**src/hdl/alac_pkg.sv**
```systemverilog
`default_nettype none
package alac_pkg;

	localparam int CORDIC_STAGES_DEF = 16;
	localparam int MAX_STAGES        = 24;

	// Rotation datapath widths: prescaled offsets are Q16 mm and grow by the
	// CORDIC gain, so 34 bits hold them; the angle uses 2^32 units per turn.
	localparam int XW = 34;
	localparam int ZW = 33;

	// CORDIC gain compensation, 0.6072529350 in Q16.
	localparam logic signed [17:0] KG_Q16     = 18'sd39797;
	localparam logic signed [17:0] KG_Q16_NEG = -18'sd39797;

	typedef enum logic [1:0] {
		REG_OFFSET_FWD   = 2'd0,
		REG_OFFSET_RIGHT = 2'd1,
		REG_OFFSET_UP    = 2'd2,
		REG_CORRECT_EN   = 2'd3
	} reg_idx_t;

	// One slot of the cell chain: the rotation vector plus the position that
	// rides along with it.
	typedef struct packed {
		logic                 valid;
		logic                 corr;
		logic signed [31:0]   pn;
		logic signed [31:0]   pe;
		logic signed [31:0]   pd;
		logic signed [XW-1:0] x;
		logic signed [XW-1:0] y;
		logic signed [ZW-1:0] z;
	} stage_t;

	function automatic logic signed [ZW-1:0] atan_angle(input int idx);
		logic signed [ZW-1:0] a;
		case (idx)
			0:       a = 33'sh020000000;
			1:       a = 33'sh012E4051E;
			2:       a = 33'sh009FB385B;
			3:       a = 33'sh0051111D4;
			4:       a = 33'sh0028B0D43;
			5:       a = 33'sh00145D7E1;
			6:       a = 33'sh000A2F61E;
			7:       a = 33'sh000517C55;
			8:       a = 33'sh00028BE53;
			9:       a = 33'sh000145F2F;
			10:      a = 33'sh0000A2F98;
			11:      a = 33'sh0000517CC;
			12:      a = 33'sh000028BE6;
			13:      a = 33'sh0000145F3;
			14:      a = 33'sh00000A2FA;
			15:      a = 33'sh00000517D;
			16:      a = 33'sh0000028BE;
			17:      a = 33'sh00000145F;
			18:      a = 33'sh000000A30;
			19:      a = 33'sh000000518;
			20:      a = 33'sh00000028C;
			21:      a = 33'sh000000146;
			22:      a = 33'sh0000000A3;
			23:      a = 33'sh000000051;
			default: a = '0;
		endcase
		return a;
	endfunction

endpackage
`default_nettype wire

```
**src/hdl/alac_cell.sv**
```systemverilog
`default_nettype none
// One CORDIC micro-rotation, registered, handing its slot to the next cell.
module alac_cell #(
	parameter int STAGE = 0
) (
	input  wire logic             clk,
	input  wire logic             arst_n,
	input  wire logic             en,
	input  wire alac_pkg::stage_t d,
	output alac_pkg::stage_t      q
);

	localparam logic signed [alac_pkg::ZW-1:0] ANGLE = alac_pkg::atan_angle(STAGE);

	logic signed [alac_pkg::XW-1:0] xs;
	logic signed [alac_pkg::XW-1:0] ys;
	logic signed [alac_pkg::XW-1:0] x_nx;
	logic signed [alac_pkg::XW-1:0] y_nx;
	logic signed [alac_pkg::ZW-1:0] z_nx;

	always_comb begin
		xs = d.x >>> STAGE;
		ys = d.y >>> STAGE;
		if (!d.z[alac_pkg::ZW-1]) begin
			x_nx = d.x - ys;
			y_nx = d.y + xs;
			z_nx = d.z - ANGLE;
		end else begin
			x_nx = d.x + ys;
			y_nx = d.y - xs;
			z_nx = d.z + ANGLE;
		end
	end

	always_ff @(posedge clk or negedge arst_n) begin
		if (!arst_n) begin
			q <= '0;
		end else if (en) begin
			q.valid <= d.valid;
			q.corr  <= d.corr;
			q.pn    <= d.pn;
			q.pe    <= d.pe;
			q.pd    <= d.pd;
			q.x     <= x_nx;
			q.y     <= y_nx;
			q.z     <= z_nx;
		end
	end

endmodule
`default_nettype wire

```
**config.mk**
```make
export PLATFORM = sky130hd
export DESIGN_NAME = alac_cell
export DESIGN_NICKNAME = d
export VERILOG_FILES = /design/src/hdl/alac_pkg.sv /design/src/hdl/alac_cell.sv
export SDC_FILE = /design/constraint.sdc
export NUM_CORES = 1
export LEC_CHECK = 0
export ABC_AREA = 1
export BUFFER_PORTS_ARGS = -buffer_cell sky130_fd_sc_hd__buf_4
export CORE_AREA = 2 2 218 134
export CTS_BUF_LIST = sky130_fd_sc_hd__clkbuf_16
export CTS_CLUSTER_DIAMETER = 120
export CTS_CLUSTER_SIZE = 12
export DETAILED_ROUTE_END_ITERATION = 10
export DIE_AREA = 0 0 220 136
export GPL_ROUTABILITY_DRIVEN = 1
export PLACE_DENSITY = 0.92
export SYNTH_ARGS = -nofsm -noshare
export SYNTH_HDL_FRONTEND = slang
export SYNTH_SLANG_ARGS = --single-unit
```
**constraint.sdc**
```tcl
create_clock -name clk -period 0.9 [get_ports clk]
set_clock_uncertainty 0.05 [all_clocks]
set_input_delay 0.18 -clock clk [delete_from_list [all_inputs] [get_ports clk]]
set_output_delay 0.18 -clock clk [all_outputs]
set_load 0.1 [all_outputs]
```
==> flow_summary.toml, run 1 <==
[clock_network]
cts.sinks = 198
post_cts_buffers = 109
cts_resized = 956
clockBufferDepth = 2
cts.htree.levels = 4
numCtsBuffers = 17
postCtsHoldBufs = 127
clk_root_buffer_cell = "clkbuf_16"

[placed_design]
postPlaceCellArea_um2 = 22190
gp_congestion = 1.136
dp_hpwl_mm = 58.94
portBuffers = 400

[logic_synthesis]
syn-instance-count = 2272
synth_warnings = 0
postSynthAreaPerCell_um2 = 6.569
synth_top_family_by_area = "simple AND/OR/NAND/NOR gates"
synth_compound_area_frac = 0.1002
seq_area_frac_synth = 0.3320
synth.net_count = 2580
synth_xor_area_frac = 0.01811
synth.distinct_cells = 42
ys_ff_latch = 198
synth-simple-area-share = 0.3642
synth_fa_ha_area_frac = 0.09087
synth_area_um2 = 14930
muxShareOfSynthArea = 0

[floorplanning]
die_h_um = 136
rows = 48
die_w_um = 220
pin_count = 401
start_util = 0.5310

[status]
error = "[ERROR DPL-0038] Utilization greater than 100%, impossible to legalize"
status = "aborted with a tool error"
haltStage = "clock tree synthesis"
per-stage QoR:
step	worst slack (ns)	cells
2_1_floorplan	-0.8301	2272
3_3_place_gp	-1.399	3280
3_5_place_dp	-1.503	3280
cell families after synthesis:
| group | count (synthesis) |
|---|---|
| AO/OA/AOI/OAI | 270 |
| XOR/XNOR | 30 |
| adder cells (fa/ha/maj) | 106 |
| buffers and inverters | 342 |
| flip-flops | 198 |
| AND/OR/NAND/NOR | 1326 |
Yosys cell counts (all sizes together):
cell type	number	share of area
dfrtp	198	0.33
o21ai	97	0.034
a21o	6	0.0030
nor4	4	0.0029
xor2	26	0.016
nand4	13	0.0054
nand3	151	0.051
xnor2	4	0.0023
buf	43	0.020
fa	4	0.0054
or2	6	0.0025
a31oi	18	0.0075
clkbuf	46	0.012
a21oi	123	0.043
a21boi	2	0.0010
o21bai	17	0.0086
inv	253	0.064
o211ai	6	0.0030
o21a	1	0.00050
nor2	161	0.044
nand3b	6	0.0035
nor3	14	0.0054
and2	2	0.00084
ha	102	0.086
nand2	969	0.25
==> run 2: changes to the inputs <==
==> config.mk (replaced) <==
export PLATFORM = sky130hd
export DESIGN_NAME = alac_cell
export DESIGN_NICKNAME = d
export VERILOG_FILES = /design/src/hdl/alac_pkg.sv /design/src/hdl/alac_cell.sv
export SDC_FILE = /design/constraint.sdc
export NUM_CORES = 1
export LEC_CHECK = 0
export ABC_AREA = 1
export BUFFER_PORTS_ARGS = -buffer_cell sky130_fd_sc_hd__buf_4
export CORE_AREA = 2 2 197 199
export DETAILED_ROUTE_END_ITERATION = 10
export DIE_AREA = 0 0 199 201
export GPL_ROUTABILITY_DRIVEN = 1
export PLACE_DENSITY_LB_ADDON = 0.15
export SYNTH_ARGS = -nofsm -noshare
export SYNTH_HDL_FRONTEND = slang
export SYNTH_SLANG_ARGS = --single-unit
==> flow_summary.toml, run 2 <==
[worst_setup_path]
slowest_delay_ns = 0.28
crit_family = "simple AND/OR/NAND/NOR gates"
cpMostUsedCell = "nand2_1"
rrSetupSlack_ns = -0.17
crit_start = "d[45]"
crit_slowest_cell = "ha_4"
crit_path_end_kind = "register"
arrival_ns = 2.08
r2r-start = "q[174]"
worst-path-stages = 16
rr_worst_depth = 2
timing.rr.end = "q[174]"
worstPathRequired_ns = 1.24
critPathCapture = "q[58]"
cp_num_buf_inv = 4
startpoint_type = "input pin"
crit_chain = "buf_12 -> inv_12 -> ha_4 -> buf_12 -> inv_6 -> a21oi_4 -> nand2_4 -> a21oi_4 -> nand3_4 -> nand2_4 -> nand2_2 -> nand2_2 -> nand2_1 -> nand2_1 -> nand3_1 -> nand2_1"
critical_path_class = "in2reg"
crit_fanout = 6

[placed_design]
gp_congestion = 1.003
portBuffers = 400
dp_hpwl_mm = 55.51

[finish]
reg_top3 = "q x198"
final_common_cell = "nand2_1"
nets = 3556
drive_above_1_share = 0.5509
multiInputGateArea_um2 = 11890
regMostFlops = "q"
layout_common_cells = "770 x nand2_1, 558 x buf_4, 241 x buf_12"
seq_area_um2 = 5300
syn_to_final_growth_pct = 109.4
fillers = 2121
largest_register_ffs = 198

[clock_network]
cts.htree.levels = 4
clk_root_buffer_cell = "clkbuf_16"
clockBufferDepth = 2
clk_pin_slew_ns = 0.09
cts_tree = "done"
numCtsBuffers = 17
clk_latency_ns = 0.46
cts.sinks = 198

[timing]
setup_viol = 284
hold_viol = 0
holdWs_ns = 0.1098
tightest_slew_ns = 0.6098
rsz0062_at_grt = "yes"
fin_crit_sh = 1.938
max_freq_mhz = 573.4
period_needed_ns = 1.744
drv_slew = 0
fin_ws_ns = -0.8441
relSlewSlack = 0.5927

[pwr]
p_leak_uw = 0.01538
peakVddDrop_v = 0.001551
total_power_uw = 49020
power_density_nw_per_um2 = 1568

[global_routing]
grt.overflow.total = 0
grt_pass1_vias = 20280
grt_usage = 0.4020
grt_pass1_wl_mm = 121.0
antenna_found_initial = 9
grt_max_degree = 50

[logic_synthesis]
synth.most_common_cell = "nand2_1"
ys_ff_latch = 198
yosys-top-cells-area = "dfrtp_1 33%, nand2_1 24%, ha_1 8.6%"
synth.net_count = 2580
postSynthAreaPerCell_um2 = 6.569
synth.distinct_cells = 42
yosys_most_used_dff = "dfrtp_1"
synth_warnings = 0
synth_edf_count = 0
seq_area_frac_synth = 0.3320
synthArstFlopShare = 1.000
synth_top_area_cell = "dfrtp_1"
synth_top_area_share = 0.3320
synth_area_um2 = 14930
syn-instance-count = 2272
ys_top_cells_by_count = "949 x nand2_1, 238 x inv_1, 198 x dfrtp_1, 149 x nand3_1, 145 x nor2_1"

[drt]
dr_total_vias = 21450
dr_wl_met2_mm = 42.13
wl_met3_mm = 10.76
avgRoutedWirePerCell_um = 25.04
routed_wirelength_mm = 94.80
antenna_left = 0
drcViolationCount = 0
dr.pass1.iters = 6
top_layer_used = "met5"
viasPerCell = 5.667
wl_met1_mm = 33.33
drtIter0Drc = 2155

[floorplanning]
dieArea_um2 = 40000
pin_count = 401
die_w_um = 199
rows = 72
start_util = 0.3917
core-area_um2 = 38110
die_h_um = 201

[run]
drv_cap = 0

[worst_hold_path]
hold_path_class = "in2async"

[status]
status = "finished, violations left"
violations = "setup timing"
-- run 2: worst min path at each step --
stage | end | start | cells past startpoint | slack, ns
floorplan | q[100] | arst_n | 0 | -0.17
global placement | q[140] | arst_n | 1 | -0.002
detailed placement | q[2] | arst_n | 1 | 0.003
CTS | q[30] | d[29] | 4 | 0.04
global route | q[140] | arst_n | 2 | 0.1
finish | q[28] | arst_n | 2 | 0.11
-- run 2: cell type report --
class	count	share of cell area
Clock buffer	17	0.01361
Timing Repair Buffer	1046	0.3741
Tap cell	518	0.02074
Inverter	253	0.03575
Multi-Input combinational cell	1732	0.3805
Sequential cell	198	0.1696
Clock inverter	14	0.005164
Antenna cell	7	0.0005605
-- run 2: power by group --
group          total, uW  leakage, uW  switching (uW)  internal (uW)
sequential         11700      0.00217            1470          10200
clock               8210     0.000286            4240           3960
combinational      29100       0.0129           18000          11200
total              49000       0.0154           23700          25300
-- run 2: cells by family (layout without fill, tap and decap cells) --
family	Yosys count	in the layout	synth area share
DFF	198	198	0.3320
AOI/OAI and AO/OA	270	270	0.1002
and+or+nand+nor	1326	1326	0.3642
buffers and inverters	342	1330	0.09473
xor gates and xnor gates	30	30	0.01811
adders and majority gates	106	106	0.09087
other	0	7	0
-- run 2: layer usage --
layer / vias up / global-route usage
met5: - / 0.01852
met4: 6 / 0.2359
met3: 560 / 0.09291
met2: 1657 / 0.6508
met1: 10180 / 0.4854
li1: 9049 / -
-- run 2: repair_timing --
action	4_1_cts	5_1_grt
endpoints found under the hold margin	327	0
pin swaps	208	204
endpoints found under the setup margin	265	267
resized for setup	952	390
hold buffers	130	0
setup buffers	78	73
-- run 2: through the flow --
step / setup TNS, ns / instance area, um2 / worst slack, ns / util / std cells
2_1_floorplan: -50.98 / 16660 / -0.8301 / - / 2272
3_3_place_gp: -87.88 / 22850 / -1.452 / 0.5998 / 3479
3_5_place_dp: -91.00 / 22850 / -1.448 / 0.5998 / 3479
4_1_cts: -121.07 / 29170 / -0.7171 / 0.7655 / 3712
5_1_grt: -138.90 / 31250 / -0.9156 / 0.8200 / 3783
6_report: -132.12 / 31250 / -0.8441 / 0.8202 / 3785
(Power assumes the default switching activity.)
