### src/hdl/alac_pkg.sv
`default_nettype none
package alac_pkg;

	localparam int CORDIC_STAGES_DEF = 16;
	localparam int MAX_STAGES        = 24;

	// Rotation datapath widths: prescaled offsets are Q16 mm and grow by the
	// CORDIC gain, so 34 bits hold them; the angle uses 2^32 units per turn.
	localparam int XW = 34;
	localparam int ZW = 33;

	// CORDIC gain compensation, 0.6072529350 in Q16.
	localparam logic signed [17:0] KG_Q16     = 18'sd39797;
	localparam logic signed [17:0] KG_Q16_NEG = -18'sd39797;

	typedef enum logic [1:0] {
		REG_OFFSET_FWD   = 2'd0,
		REG_OFFSET_RIGHT = 2'd1,
		REG_OFFSET_UP    = 2'd2,
		REG_CORRECT_EN   = 2'd3
	} reg_idx_t;

	// One slot of the cell chain: the rotation vector plus the position that
	// rides along with it.
	typedef struct packed {
		logic                 valid;
		logic                 corr;
		logic signed [31:0]   pn;
		logic signed [31:0]   pe;
		logic signed [31:0]   pd;
		logic signed [XW-1:0] x;
		logic signed [XW-1:0] y;
		logic signed [ZW-1:0] z;
	} stage_t;

	function automatic logic signed [ZW-1:0] atan_angle(input int idx);
		logic signed [ZW-1:0] a;
		case (idx)
			0:       a = 33'sh020000000;
			1:       a = 33'sh012E4051E;
			2:       a = 33'sh009FB385B;
			3:       a = 33'sh0051111D4;
			4:       a = 33'sh0028B0D43;
			5:       a = 33'sh00145D7E1;
			6:       a = 33'sh000A2F61E;
			7:       a = 33'sh000517C55;
			8:       a = 33'sh00028BE53;
			9:       a = 33'sh000145F2F;
			10:      a = 33'sh0000A2F98;
			11:      a = 33'sh0000517CC;
			12:      a = 33'sh000028BE6;
			13:      a = 33'sh0000145F3;
			14:      a = 33'sh00000A2FA;
			15:      a = 33'sh00000517D;
			16:      a = 33'sh0000028BE;
			17:      a = 33'sh00000145F;
			18:      a = 33'sh000000A30;
			19:      a = 33'sh000000518;
			20:      a = 33'sh00000028C;
			21:      a = 33'sh000000146;
			22:      a = 33'sh0000000A3;
			23:      a = 33'sh000000051;
			default: a = '0;
		endcase
		return a;
	endfunction

endpackage
`default_nettype wire

### src/hdl/alac_prerot.sv
`default_nettype none
// Entry slot of the chain: prescales the offsets by the gain constant and
// folds the heading into the +-quarter-turn range the rotation covers.
module alac_prerot (
	input  wire logic                  clk,
	input  wire logic                  arst_n,
	input  wire logic                  en,
	input  wire logic                  in_valid,
	input  wire logic signed [31:0]    pos_north,
	input  wire logic signed [31:0]    pos_east,
	input  wire logic signed [31:0]    pos_down,
	input  wire logic signed [15:0]    heading,
	input  wire logic signed [15:0]    offset_fwd,
	input  wire logic signed [15:0]    offset_right,
	input  wire logic                  correct_enable,
	output alac_pkg::stage_t           q
);

	logic                           fold_pos;
	logic                           fold_neg;
	logic signed [17:0]             gain;
	logic signed [16:0]             hd_fold;
	logic signed [33:0]             x_pre;
	logic signed [33:0]             y_pre;
	alac_pkg::stage_t               d;

	always_comb begin
		fold_pos = (heading > 16'sd16384);
		fold_neg = (heading < -16'sd16384);
		// Negating the gain negates the vector without an extra adder.
		gain     = (fold_pos || fold_neg) ? alac_pkg::KG_Q16_NEG : alac_pkg::KG_Q16;
		if (fold_pos) begin
			hd_fold = 17'(heading) - 17'sd32768;
		end else if (fold_neg) begin
			hd_fold = 17'(heading) + 17'sd32768;
		end else begin
			hd_fold = 17'(heading);
		end
		x_pre   = offset_fwd * gain;
		y_pre   = offset_right * gain;
		d.valid = in_valid;
		d.corr  = correct_enable;
		d.pn    = pos_north;
		d.pe    = pos_east;
		d.pd    = pos_down;
		d.x     = alac_pkg::XW'(x_pre);
		d.y     = alac_pkg::XW'(y_pre);
		d.z     = {hd_fold[alac_pkg::ZW-17:0], 16'd0};
	end

	always_ff @(posedge clk or negedge arst_n) begin
		if (!arst_n) begin
			q <= '0;
		end else if (en) begin
			q <= d;
		end
	end

endmodule
`default_nettype wire

### config.mk
export PLATFORM = sky130hd
export DESIGN_NAME = alac_prerot
export DESIGN_NICKNAME = d
export VERILOG_FILES = /design/src/hdl/alac_pkg.sv /design/src/hdl/alac_prerot.sv
export SDC_FILE = /design/constraint.sdc
export NUM_CORES = 1
export LEC_CHECK = 0
export BUFFER_PORTS_ARGS = -buffer_cell sky130_fd_sc_hd__buf_2
export CORE_MARGIN = 2
export CORE_UTILIZATION = 45
export DETAILED_ROUTE_END_ITERATION = 8
export PLACE_DENSITY = 0.71
export SLEW_MARGIN = 20
export SYNTH_ARGS = -nofsm -noshare
export SYNTH_HDL_FRONTEND = slang
export SYNTH_SLANG_ARGS = --single-unit
export TNS_END_PERCENT = 10
### constraint.sdc
create_clock -name clk -period 1.1 [get_ports clk]
set_input_delay 0.055 -clock clk [delete_from_list [all_inputs] [get_ports clk]]
set_output_delay 0.055 -clock clk [all_outputs]
set_load 0.05 [all_outputs]
# == Yosys cells after proc, flatten, opt, wreduce, memory -nomap -nowiden ==
# Index checks and enable logic that the tools add are counted.
# totals
regBits,183
out_inout_bits,199
# op_classes
magnitude_cmp,2
muxes,3
addsub,2
n_reduce_logical,1
n_mul,2
# ops
operator,n
16-bit by 18-bit multiplier with 34-bit output,2
17-bit 2-to-1 mux,2
18-bit 2-to-1 mux,1
16-bit by 17-bit adder with 17-bit output (second input constant),1
16-bit by 17-bit subtractor with 17-bit output (second input constant),1
16-bit greater-than comparator (second input constant),1
16-bit by 15-bit < comparator with 1-bit output (second input constant),1
1-bit logical OR,1

# == Logic depth before layout (Yosys ltp) ==
# Gate-level depths: netlist of run 1.
# logic_depth
depth_word,4
depth_mapped,30
depth_no_buf,28

# == Worst setup path before layout of run 1 ==
# Ideal clock, no wire load.
# synth_timing
kind,input -> register
from,input heading[9]
to,register q[89] (netlist name)
setup_time_ns,0.125
cell_stages,26
path_slack_ns,-5.408
arrival_time_ns,6.383
cell_sequence,nor4_1 > nand4_1 > nand2_1 > mux2_2 > clkbuf_1 > clkbuf_1 > nand2_1 > fa_1 > inv_1 > fa_1 > fa_1 > fa_1 > fa_1 > inv_1 > fa_1 > inv_1 > ha_1 > clkbuf_1 > nand2_1 > nor2_1 > a211oi_1 > a21oi_1 > a31oi_1 > o21ai_1 > xor2_1 > mux2_2
# synth_between
elab_chain_len,4
# synth_lines
item,line_no,rtl
start: declaration,alac_prerot.sv:12,"input wire logic signed [15:0] heading,"
16-bit greater-than comparator or 16-bit by 15-bit < comparator with 1-bit output (tied branches),"alac_prerot.sv:28, alac_prerot.sv:29",
1-bit logical OR (*),alac_prerot.sv:31,gain = (fold_pos || fold_neg) ? alac_pkg::KG_Q16_NEG : alac_pkg::KG_Q16;
18-bit 2-to-1 mux (*),alac_prerot.sv:31,
16-bit by 18-bit multiplier with 34-bit output (*),alac_prerot.sv:39,x_pre = offset_fwd * gain;
end signal: assignment,alac_prerot.sv:53,q <= '0;
end signal: assignment,alac_prerot.sv:55,q <= d;
end: declaration,alac_prerot.sv:16,output alac_pkg::stage_t q
# Every way passes the cells marked *; elsewhere a longest branch is shown, timed or not.
# A chain may end at the register's enable or synchronous reset.

# == Worst setup path after layout of run 1 ==
# layout_timing
from,input heading[5]
to,register q[100] (netlist name)
# The elaborated chain is that of the path after synthesis.

==> results of run 1 <==
## how the worst max path moves through the flow
stage / endpoint / cells after the start
5_1_grt: q[98] / 28
6_report: q[100] / 25
2_1_floorplan: q[100] / 26
3_5_place_dp: q[100] / 25
3_3_place_gp: q[100] / 25
4_1_cts: q[65] / 27
## worst register-to-register path: stages (launching register included)
cell and delay [ps]:
dfrtp_1 390, nor2b_1 140, a31o_2 230
## cell type report
cell class | instances | area (sq um) | share of cell area (%)
Sequential cell | 183 | 4580 | 13.6
Multi-Input combinational cell | 1316 | 18000 | 53.3
Timing Repair Buffer | 900 | 7700 | 22.8
Tap cell | 680 | 851 | 2.52
Antenna cell | 2 | 5.00 | 0.0148
Inverter | 539 | 2030 | 6.03
Clock inverter | 14 | 170 | 0.504
Clock buffer | 18 | 429 | 1.27
## cell usage after synthesis (all sizes together), types with 9 or more instances
cell | n | share of area, %
nor3 | 10 | 0.21
nand3 | 11 | 0.24
nand2b | 9 | 0.24
mux2 | 164 | 7.9
o21ai | 40 | 0.89
or2 | 11 | 0.30
nor2 | 44 | 0.71
buf | 20 | 0.62
and2 | 25 | 0.67
xnor2 | 51 | 1.9
a211oi | 14 | 0.54
dfrtp | 183 | 20
a21oi | 55 | 1.2
a21o | 29 | 0.93
fa | 439 | 38
inv | 538 | 8.7
xor2 | 14 | 0.53
clkbuf | 69 | 1.1
ha | 202 | 11
nand2 | 81 | 1.3
## cell usage in the layout (no fill, tap or decap), drive strengths merged, types with 3 or more instances in the layout
cell / Yosys / final
o21ai: 40 / 40
o31ai: 4 / 4
nand4: 7 / 7
o211ai: 8 / 8
and4: 4 / 4
nor2: 44 / 44
a31o: 3 / 3
ha: 202 / 202
a21oi: 55 / 55
o221ai: 4 / 4
a211oi: 14 / 14
nor4: 3 / 3
inv: 538 / 546
xor2: 14 / 14
buf: 20 / 781
nor3: 10 / 10
nand2b: 9 / 9
conb: 1 / 17
a211o: 3 / 3
xnor2: 51 / 51
or3: 5 / 5
dlygate4sd3: 0 / 117
nand2: 81 / 81
clkinv: 1 / 6
and3: 6 / 6
dfrtp: 183 / 183
mux2: 164 / 164
clkbuf: 69 / 20
fa: 439 / 439
a31oi: 7 / 7
o21bai: 4 / 4
and2: 25 / 25
or2: 11 / 11
nor2b: 5 / 5
nand3: 11 / 11
a21o: 29 / 29
o21a: 8 / 8
## cell families (layout without fill, tap and decap cells)
logic type | Yosys count | in the layout | share of synthesized area, %
adders and majority gates | 641 | 641 | 48.5
buffers and inverters | 628 | 1471 | 10.4
other | 1 | 19 | 0.0161
muxes | 166 | 166 | 8.01
AOI/OAI and AO/OA | 203 | 203 | 6.32
xor gates and xnor gates | 65 | 65 | 2.44
DFF | 183 | 183 | 19.6
and+or+nand+nor | 224 | 224 | 4.64
## timing repair
action	4_1_cts	5_1_grt
endpoints found under the hold margin	300	0
gates cloned	1	0
pin swaps	96	57
setup endpoints to repair	249	187
gates resized for setup	490	188
hold buffers	117	0
buffers inserted	15	8
## routing by layer
layer / track usage (%) / part of all wire (%) / vias up
li1: - / - / 8178
met1: 33.3 / 40 / 9244
met2: 48.7 / 53 / 468
met3: 3.21 / 3.4 / 142
met4: 10.6 / 4.0 / 0
met5: 0 / 0 / -
## stage by stage
stage	setup TNS, ps	area, sq um	worst slack [ps]
6_report	-277000	33700	-5250
5_1_grt	-288180	33700	-5420
4_1_cts	-272860	33000	-5040
3_5_place_dp	-316530	29300	-5760
3_3_place_gp	-311200	29300	-5610
2_1_floorplan	-283300	23900	-5030
==> results.toml, run 1 <==
[status]
outcome = "complete, but fails checks"
violations = "negative setup slack"

[cts]
clk_pin_slew_ps = 90
cts_tree = "built"
clock_path_buffers = 2
cts_buffers = 17
htree_levels = 4
cts.sinks = 183
cts-root-buf = "clkbuf_16"
insertion_delay_ps = 450

[setup_path]
worstPathRequired_ps = 1450
slowest_delay_ps = 600
arrival_ps = 6700
crit_family = "adder cells"
cpMaxStageDelayCell = "fa_2"
worstSetupStartpointType = "input pin"
r2r-end = "q[46]"
r2r-start = "q[46]"
critPathKind = "in -> reg"
ff2ff_path_depth = 2
critPathLaunch = "heading[5]"
path_max_fanout = 7
end_kind = "register"
reg2reg_setup_slack_ps = 230
critPathBufInv = 5
cp_common_cell = "fa_1"

[cells_and_area]
largest_register_ffs = 183
drive_gt1_share_pct = 43.0
instances_no_fill = 3652
flow.area_growth_from_synthesis_pct = 44.7
postLayoutCoreUtil_pct = 65.8
regMostFlops = "q"
nets = 3747
top_regs = "q (183)"
nFillCells = 3788

[global_route]
grt_pass1_wl_um = 113000
grt_pass1_vias = 21142
grt-ovfl-total = 0
grt_max_degree = 54
antenna_found_initial = 2
grtUsageTotal_pct = 27.1

[timing]
hold_viol = 0
fin_hold_ws_ps = 50.1
setup_viol_count_final = 79
period_minus_slack_ps = 6350
layout_setup_ws_ps = -5250
period_share_pct = 577
relSlewSlack_pct = 66.2
max_clock_freq_ghz = 0.158
rsz0062_at_grt = "true"
worst_clock_skew_ps = 0
slew_viol_final = 0
tightest_slew_ps = 496

[drt]
wl_per_cell_um = 19.2
antenna_left = 0
drcViolationCount = 0
drt_wl_total_um = 70200
num_vias = 18032
vias_per_cell = 4.94
firstDrtPassIters = 5
drt-initial-drc-count = 755

[floorplan]
fp.coreArea_sq_mm = 0.0513
ios = 348
start_util_pct = 45.5
die_h_um = 232
fp.dieW_um = 232
dieArea_sq_mm = 0.0537
rows = 83

[logic_synthesis]
synth_cell_types = 73
synth-edff-count = 0
synthCells = 2111
ys_async_sr_fraction_pct = 100
ys_seq_elements = 183
synthFlopType = "dfrtp_1"
syn_area_sq_mm = 0.0233
synth_seq_area_share_pct = 19.6
syn_avg_cell_area_sq_um = 11.0
ys_warn_count = 0

[placed_design]
place_inst = 3478
hpwlAfterDp_um = 55200
gp_congestion = 0.935
port_buffers = 331

[min_path]
hp-class = "in -> async"

[flow_run]
max_cap_viol_count = 0
Power of run 1 is left out: the tool's default activity adds up to more than one toggle a clock period on the data nets, which glitch-free logic cannot reach.
==> inputs of run 2 (changes only) <==
- CORE_MARGIN: 2 -> not set
==> run 2 against run 1 <==
Compared with the run above:
- the run still ends with negative setup slack left
- routed wire length is 0.52% lower
- clock skew stayed put
- sequential share of layout area is 0.19 points lower
==> results.toml, run 2 (synthesized netlist as in run 1, its figures left out) <==
[flow_run]
max_cap_viol_count = 0

[drt]
drt_wl_total_um = 69900
num_vias = 18143
drcViolationCount = 0
drt-initial-drc-count = 599
vias_per_cell = 4.93
firstDrtPassIters = 5
antenna_left = 0
wl_per_cell_um = 19.0

[placed_design]
port_buffers = 331
hpwlAfterDp_um = 55700
gp_congestion = 0.966

[setup_path]
worstSetupStartpointType = "input pin"
worstPathRequired_ps = 1460
critPathBufInv = 8
slowest_delay_ps = 580
cp_common_cell = "fa_1"
path_max_fanout = 5
critPathKind = "in -> reg"
arrival_ps = 6900
cpMaxStageDelayCell = "fa_1"
crit_family = "adder cells"
end_kind = "register"

[global_route]
grt_pass1_wl_um = 113000
grt_pass1_vias = 21276
antenna_found_initial = 3
grt_max_degree = 50
grtUsageTotal_pct = 27.6
grt-ovfl-total = 0

[status]
violations = "negative setup slack"
outcome = "complete, but fails checks"

[floorplan]
fp.coreArea_sq_mm = 0.0513
start_util_pct = 45.5
rows = 83
ios = 348
die_h_um = 230
fp.dieW_um = 230
dieArea_sq_mm = 0.0527

[timing]
layout_setup_ws_ps = -5440
rsz0062_at_grt = "true"
setup-tns-final_ps = -287100
worst_clock_skew_ps = 0
max_clock_freq_ghz = 0.153
slew_viol_final = 0
period_share_pct = 595
period_minus_slack_ps = 6540
setup_viol_count_final = 71
hold_viol = 0

[cells_and_area]
top_regs = "q (183)"
regMostFlops = "q"
nets = 3773
largest_register_ffs = 183
drive_gt1_share_pct = 44.5
final_common_cell = "inv_1"
most-common-layout-cells = "inv_1, buf_4, fa_1"
flow.area_growth_from_synthesis_pct = 46.7

[cts]
htree_levels = 4
insertion_delay_ps = 450
clock_path_buffers = 2
cts_tree = "built"
clk_pin_slew_ps = 80
cts-root-buf = "clkbuf_16"
cts.sinks = 183
cts_buffers = 17

[min_path]
hp-class = "in -> async"
[run 2: worst paths after layout]
path | slack [ps] | endpoint | from | cells after the start
max in group asynchronous | 470 | q[116] | arst_n | 3
hold reg to reg | 510 | q[98] | q[98] | 2
setup reg to reg | 40 | q[65] | q[65] | 2
hold / removal | 50 | q[155] | arst_n | 2
setup / recovery | -5440 | q[65] | heading[0] | 28
min in group clk | 80 | q[68] | offset_fwd[1] | 3
[run 2: worst register-to-register path, stage by stage, from the launching register on]
cell,delay (ps)
dfrtp_1,440
o21ai_0,330
o311ai_4,150
[run 2: repair_timing]
| item | 4_1_cts | 5_1_grt |
|---|---|---|
| endpoints found under the hold margin | 298 | 0 |
| setup endpoints to repair | 249 | 165 |
| gates resized for setup | 591 | 115 |
| pin swaps | 128 | 77 |
| gates cloned | 2 | 0 |
| setup buffers | 19 | 20 |
| hold buffers | 116 | 0 |
[run 2: per-stage QoR]
stage | cell area (sq um) | instances | hold slack, ps | util (%) | setup slack (ps)
after detailed placement | 29300 | 3492 | -37.4 | 57.2 | -5830
final | 34200 | 3679 | 53.8 | 66.7 | -5440
after floorplan | 23900 | 2127 | -241 | - | -5030
after global routing | 34200 | 3679 | 59.3 | 66.7 | -5630
after global placement | 29300 | 3492 | -44.1 | 57.2 | -5750
after CTS | 33600 | 3657 | 17.4 | 65.4 | -5260
[run 2: cell type report]
type	instances	area, sq um
clock inverter	14	179
multi-input combinational	1317	18200
antenna	3	7.51
inverter	539	2040
timing repair buffer	925	7890
tap	680	851
clock buffer	18	439
sequential	183	4580
fill	3638	17100
[run 2: routing by layer]
layer  track usage [%]  vias up  share of wire, %  wire length, um
met2              50.6      460                54            37700
met1              33.1     9299                39            27300
met3              2.91      157               3.1             2180
li1                  -     8227                 -                -
met4              10.6        0               3.9             2700
met5                 0        -                 0                0
Power of run 2 is left out for the same reason.
